### config.mk
export PLATFORM = sky130hd
export DESIGN_NAME = ssrch_sha
export DESIGN_NICKNAME = d
export VERILOG_FILES = /design/src/ssrch_pkg.sv /design/src/ssrch_sha.sv
export SDC_FILE = /design/constraint.sdc
export NUM_CORES = 2
export LEC_CHECK = 0
export ABC_AREA = 1
export BUFFER_PORTS_ARGS = -buffer_cell sky130_fd_sc_hd__buf_2
export CAP_MARGIN = 30
export CORE_UTILIZATION = 59
export CTS_BUF_LIST = sky130_fd_sc_hd__clkbuf_8
export DETAILED_ROUTE_END_ITERATION = 6
export PLACE_DENSITY = 0.79
export SLEW_MARGIN = 0
export SYNTH_ARGS = -nofsm -noshare
export SYNTH_HDL_FRONTEND = slang
export SYNTH_SLANG_ARGS = --single-unit
### constraint.sdc
create_clock -name clk -period 9.3 [get_ports clk]
set_clock_uncertainty 0.05 [all_clocks]
set_input_delay 1.86 -clock clk [delete_from_list [all_inputs] [get_ports clk]]
set_output_delay 1.86 -clock clk [all_outputs]
set_load 0.02 [all_outputs]
### src/ssrch_pkg.sv
// Shared constants, types and functions of the suffix search engine.
`timescale 1ns / 1ps
`default_nettype none
package ssrch_pkg;

  localparam int TW_N      = 624;
  localparam int TW_M      = 397;
  localparam int TW_ADDR_W = 10;
  localparam logic [31:0] TW_MULT   = 32'd1812433253;
  localparam logic [31:0] TW_MAG    = 32'h9908b0df;
  localparam logic [31:0] SEED_INIT = 32'd5489;

  localparam int CAND_BYTES = 12;
  localparam int CAND_W     = 8 * CAND_BYTES;
  localparam int MAX_SUFFIX_NIBBLES = 16;

  // Register indexes (byte address divided by 8)
  localparam logic [1:0] REG_SUFFIX  = 2'd0;
  localparam logic [1:0] REG_NIBBLES = 2'd1;
  localparam logic [1:0] REG_SEED    = 2'd2;

  // Twister status toward the controller
  typedef struct packed {
    logic       ready;
    logic       valid;
    logic [7:0] data;
  } tw_stat_t;

  localparam logic [31:0] INIT_H [8] = '{
    32'h6a09e667, 32'hbb67ae85, 32'h3c6ef372, 32'ha54ff53a,
    32'h510e527f, 32'h9b05688c, 32'h1f83d9ab, 32'h5be0cd19
  };

  localparam logic [31:0] ROUND_K [64] = '{
    32'h428a2f98, 32'h71374491, 32'hb5c0fbcf, 32'he9b5dba5,
    32'h3956c25b, 32'h59f111f1, 32'h923f82a4, 32'hab1c5ed5,
    32'hd807aa98, 32'h12835b01, 32'h243185be, 32'h550c7dc3,
    32'h72be5d74, 32'h80deb1fe, 32'h9bdc06a7, 32'hc19bf174,
    32'he49b69c1, 32'hefbe4786, 32'h0fc19dc6, 32'h240ca1cc,
    32'h2de92c6f, 32'h4a7484aa, 32'h5cb0a9dc, 32'h76f988da,
    32'h983e5152, 32'ha831c66d, 32'hb00327c8, 32'hbf597fc7,
    32'hc6e00bf3, 32'hd5a79147, 32'h06ca6351, 32'h14292967,
    32'h27b70a85, 32'h2e1b2138, 32'h4d2c6dfc, 32'h53380d13,
    32'h650a7354, 32'h766a0abb, 32'h81c2c92e, 32'h92722c85,
    32'ha2bfe8a1, 32'ha81a664b, 32'hc24b8b70, 32'hc76c51a3,
    32'hd192e819, 32'hd6990624, 32'hf40e3585, 32'h106aa070,
    32'h19a4c116, 32'h1e376c08, 32'h2748774c, 32'h34b0bcb5,
    32'h391c0cb3, 32'h4ed8aa4a, 32'h5b9cca4f, 32'h682e6ff3,
    32'h748f82ee, 32'h78a5636f, 32'h84c87814, 32'h8cc70208,
    32'h90befffa, 32'ha4506ceb, 32'hbef9a3f7, 32'hc67178f2
  };

  function automatic logic [31:0] rotr(input logic [31:0] x, input int n);
    rotr = (x >> n) | (x << (32 - n));
  endfunction

  function automatic logic [31:0] temper(input logic [31:0] x);
    logic [31:0] y;
    y = x ^ (x >> 11);
    y = y ^ ((y << 7) & 32'h9d2c5680);
    y = y ^ ((y << 15) & 32'hefc60000);
    temper = y ^ (y >> 18);
  endfunction

endpackage
`default_nettype wire

### src/ssrch_sha.sv
// SHA-256 of a 12-byte candidate on one shared round unit, 64 rounds.
`timescale 1ns / 1ps
`default_nettype none
module ssrch_sha (
  input  wire logic                         clk,
  input  wire logic                         rst,
  input  wire logic                         start,
  input  wire logic [ssrch_pkg::CAND_W-1:0] cand,
  output logic                              done,
  output logic [63:0]                       digest_tail
);
  import ssrch_pkg::*;

  typedef enum logic [2:0] {
    H_IDLE = 3'b001,
    H_RUN  = 3'b010,
    H_FIN  = 3'b100
  } sha_state_t;

  sha_state_t state;
  logic [5:0]  rnd;
  logic [31:0] a, b, c, d, e, f, g, hh;
  logic [31:0] w [16];

  logic [31:0] s1, ch, t1, s0, mj, t2, sig0, sig1, w_new;

  always_comb begin
    s1    = rotr(e, 6) ^ rotr(e, 11) ^ rotr(e, 25);
    ch    = (e & f) ^ (~e & g);
    t1    = hh + s1 + ch + ROUND_K[rnd] + w[0];
    s0    = rotr(a, 2) ^ rotr(a, 13) ^ rotr(a, 22);
    mj    = (a & b) ^ (a & c) ^ (b & c);
    t2    = s0 + mj;
    sig0  = rotr(w[1], 7) ^ rotr(w[1], 18) ^ (w[1] >> 3);
    sig1  = rotr(w[14], 17) ^ rotr(w[14], 19) ^ (w[14] >> 10);
    w_new = w[0] + sig0 + w[9] + sig1;
  end

  always_ff @(posedge clk) begin
    if (rst) begin
      state <= H_IDLE;
      done  <= 1'b0;
    end else begin
      done <= 1'b0;
      case (state)
        H_IDLE: begin
          if (start) begin
            state <= H_RUN;
          end
        end
        H_RUN: begin
          if (rnd == 6'd63) begin
            state <= H_FIN;
          end
        end
        H_FIN: begin
          done  <= 1'b1;
          state <= H_IDLE;
        end
        default: begin
          state <= H_IDLE;
        end
      endcase
    end
  end

  always_ff @(posedge clk) begin
    if (state == H_IDLE && start) begin
      a <= INIT_H[0]; b <= INIT_H[1]; c <= INIT_H[2]; d <= INIT_H[3];
      e <= INIT_H[4]; f <= INIT_H[5]; g <= INIT_H[6]; hh <= INIT_H[7];
      rnd   <= '0;
      w[0]  <= cand[95:64];
      w[1]  <= cand[63:32];
      w[2]  <= cand[31:0];
      w[3]  <= 32'h8000_0000;
      for (int k = 4; k < 15; k++) begin
        w[k] <= '0;
      end
      w[15] <= 32'(CAND_W);
    end else if (state == H_RUN) begin
      hh <= g; g <= f; f <= e; e <= d + t1;
      d <= c; c <= b; b <= a; a <= t1 + t2;
      rnd <= rnd + 1'b1;
      for (int k = 0; k < 15; k++) begin
        w[k] <= w[k + 1];
      end
      w[15] <= w_new;
    end else if (state == H_FIN) begin
      digest_tail <= {INIT_H[6] + g, INIT_H[7] + hh};
    end
  end
endmodule
`default_nettype wire

==> summary.txt <==
Placement Rows: 105
Starting Density: 59.7%
beginning of the critical path: rnd[2]$_SDFFE_PP0P_
CP arrival: 8640 ps
mean post-synth cell area: 8.78 um^2
max reg flops: 512
count leader, synth: inv_1
clock latency on the worst-skew pair: 850 ps
xor and xnor area share after synthesis: 6.36%
Mapped Area: 49,000 um^2
setup tns final: 0 ps
post-synthesis sequential area ratio: 46.1%
worst r2r src: rnd[2]$_SDFFE_PP0P_
Die Footprint: 84,300 um^2
CTS H-tree depth: 4
DR vias: 38,996
Reg2Reg Setup Slack: 1350 ps
biggest regs: w x512, digest_tail x64
Num Clock Sinks: 842
Mapped Cells: 5,583
area grow syn2layout: 9.18%
TritonRoute pass-1 iters: 7
slowest CP cell: nor2_1
GR Overflow Total: 0
post-layout util: 65.2%
antenna violations before repair: 3
vias per cell: 5.64
type of origin of the critical path: register
Top reg by flops: w
post-CTS setup buffer count: 0
ANT nets after route: 0
CP endpoint kind: register
top cells by area, synth: edfxtp_1 (35%), dfxtp_1 (11%), inv_1 (8.8%)
RSZ-0062 raised after global routing: false
yosys synthesis warning count: 0
failing checks: design-rule violations
post-synthesis mux area share: 0%
Crit path required time: 9990 ps
Nets: 6,165
Initial DRC Count: 4,483
core area: 82,100 um^2
register area: 22,600 um^2
Adder-Cell Fraction of Synth Area: 11.4%
clock slew at reported path FFs: 60 ps
routed wire length: 149 mm
largest family of logic cells by synthesized area: simple AND/OR/NAND/NOR gates
multi-input logic area: 21,200 um^2
cts repair resizes: 0
EDFF count, synth: 576
average wire per standard cell: 21.6 um
worst-path fanout max: 32
PortBufs: 163
# hold bufs at CTS: 0
critical path's largest stage delay: 610 ps
worst-margin pin slew: 1200 ps
IO Count: 164
maximum buffer depth of the clock tree: 3
clock root cell: clkbuf_8
drt drc: 5
Unique masters post-synth: 58
Inserted Clock Buffers: 139
dpl ws: 1560 ps
Synth async-reset ratio: 0%
most frequent cells after synthesis: inv_1 (1,145), nand2_1 (823), nor2_1 (671), edfxtp_1 (576), o21ai_0 (323)
run status: finished, violations left
r2r endpoint: a[31]$_SDFFE_PP0P_
GP Congestion: 1.04
Setup WS post-layout: 1350 ps
period utilisation layout: 85.5%
first-pass GRT wire length: 223 mm
CP Class: register to register
CTS tree: yes
largest net degree at the start of global routing: 249
Max-Cap Viols: 0
area leader, netlist: edfxtp_1
post-synth top area share: 35.3%
final hold vios: 0
final critical-path required period: 7950 ps
#FFs+latches synth: 842
hpwl dp: 112 mm
gr usage total: 35.3%
Max Transition Viols Final: 0
number of global-route vias before repair: 37,287
Hold Path Class: register to register
share of cells above drive strength 1: 7.60%
CP dominant cell by count: inv_1
FF-to-FF path depth: 37
Fillers: 6,774
Worst Setup EP: a[31]$_SDFFE_PP0P_
Top FF cell, synth: edfxtp_1
final setup fails: 0
Fmax achieved: 126 MHz
Synth Area in Compound Gates: 11.1%
DIE WIDTH: 290 um
Slew HR: 20.0%
chip height: 290 um
Post-Synth Simple-Gate Area: 14.3%
Mapped Nets: 6,015
## logic make-up (layout without fill, tap and decap cells)
logic type                 after synthesis  after routing
AOI/OAI and AO/OA                      932            932
adders and majority gates              333            333
DFF                                    842            842
buffers and inverters                 1363           1621
other                                    0              4
xor gates and xnor gates               356            356
and+or+nand+nor                       1757           1757
## worst max-delay path, delay by kind of cell, from the launching register on
family	cells	cell delay, ps
AOI/OAI and AO/OA	12	2330
adders and majority gates	5	2200
and+or+nand+nor	11	1950
buffers and inverters	8	820
DFF	1	310
xor gates and xnor gates	1	190
## layout make-up
cell class | count | area share, %
diodes | 4 | 0.0187
clock buffers | 153 | 3.93
clock inverters | 96 | 1.18
inverters | 1152 | 8.11
multi-input cells | 3378 | 39.5
flip-flops and latches | 842 | 42.3
well taps | 1070 | 2.50
repair buffers | 220 | 2.46
## through the flow
step	std cells	hold WS [ps]	area (um^2)
finish	6915	423	53500
global route	6915	434	53500
detailed placement	6662	411	50800
global placement	6662	402	50800
CTS	6911	424	53500
floorplan	5583	369	49000
## layout by cell type, fill, tap and decap left out, types with 6 or more instances in the layout
cell type and count:
inv_1 1186, nand2_1 823, nor2_1 671, edfxtp_1 576, o21ai_0 323, dfxtp_1 264, a21oi_1 262, xor2_1 216
fa_1 187, nand3_1 164, buf_2 163, clkbuf_8 153, ha_1 146, xnor2_1 140, a22oi_1 82, o22ai_1 71
buf_4 51, nor3_1 38, o211ai_1 36, a31oi_1 26, nand4_1 26, clkinv_1 24, a21o_1 18, o21ai_1 16
o21bai_1 14, clkinv_2 14, nor4_1 11, o21a_1 11, o21ai_2 10, o221ai_1 9, o31ai_1 8, or2_2 7
a21boi_0 7, o311ai_0 6, buf_12 6
## metal layers
| metal | wire [um] | share of wire (%) | GRT usage [%] |
|---|---|---|---|
| met5 | 0 | 0 | 0 |
| met2 | 68600 | 46 | 56.2 |
| met1 | 60200 | 40 | 46.8 |
| met4 | 6750 | 4.5 | 15.6 |
| met3 | 13700 | 9.2 | 7.43 |
## worst min path at each step
stage	startpoint	endpoint	cells past startpoint
after detailed placement	d[0]$_SDFFE_PP0P_	d[0]$_SDFFE_PP0P_	2
after global routing	state[1]$_SDFFE_PP0P_	done$_SDFF_PP0_	1
after global placement	d[20]$_SDFFE_PP0P_	d[20]$_SDFFE_PP0P_	2
after CTS	f[26]$_SDFFE_PP0P_	g[26]$_SDFFE_PP1P_	2
after floorplan	state[1]$_SDFFE_PP0P_	done$_SDFF_PP0_	1
final	d[0]$_SDFFE_PP0P_	d[0]$_SDFFE_PP0P_	2
Power is left out: the tool's default activity adds up to more than one toggle a clock period on the data nets, which glitch-free logic cannot reach.
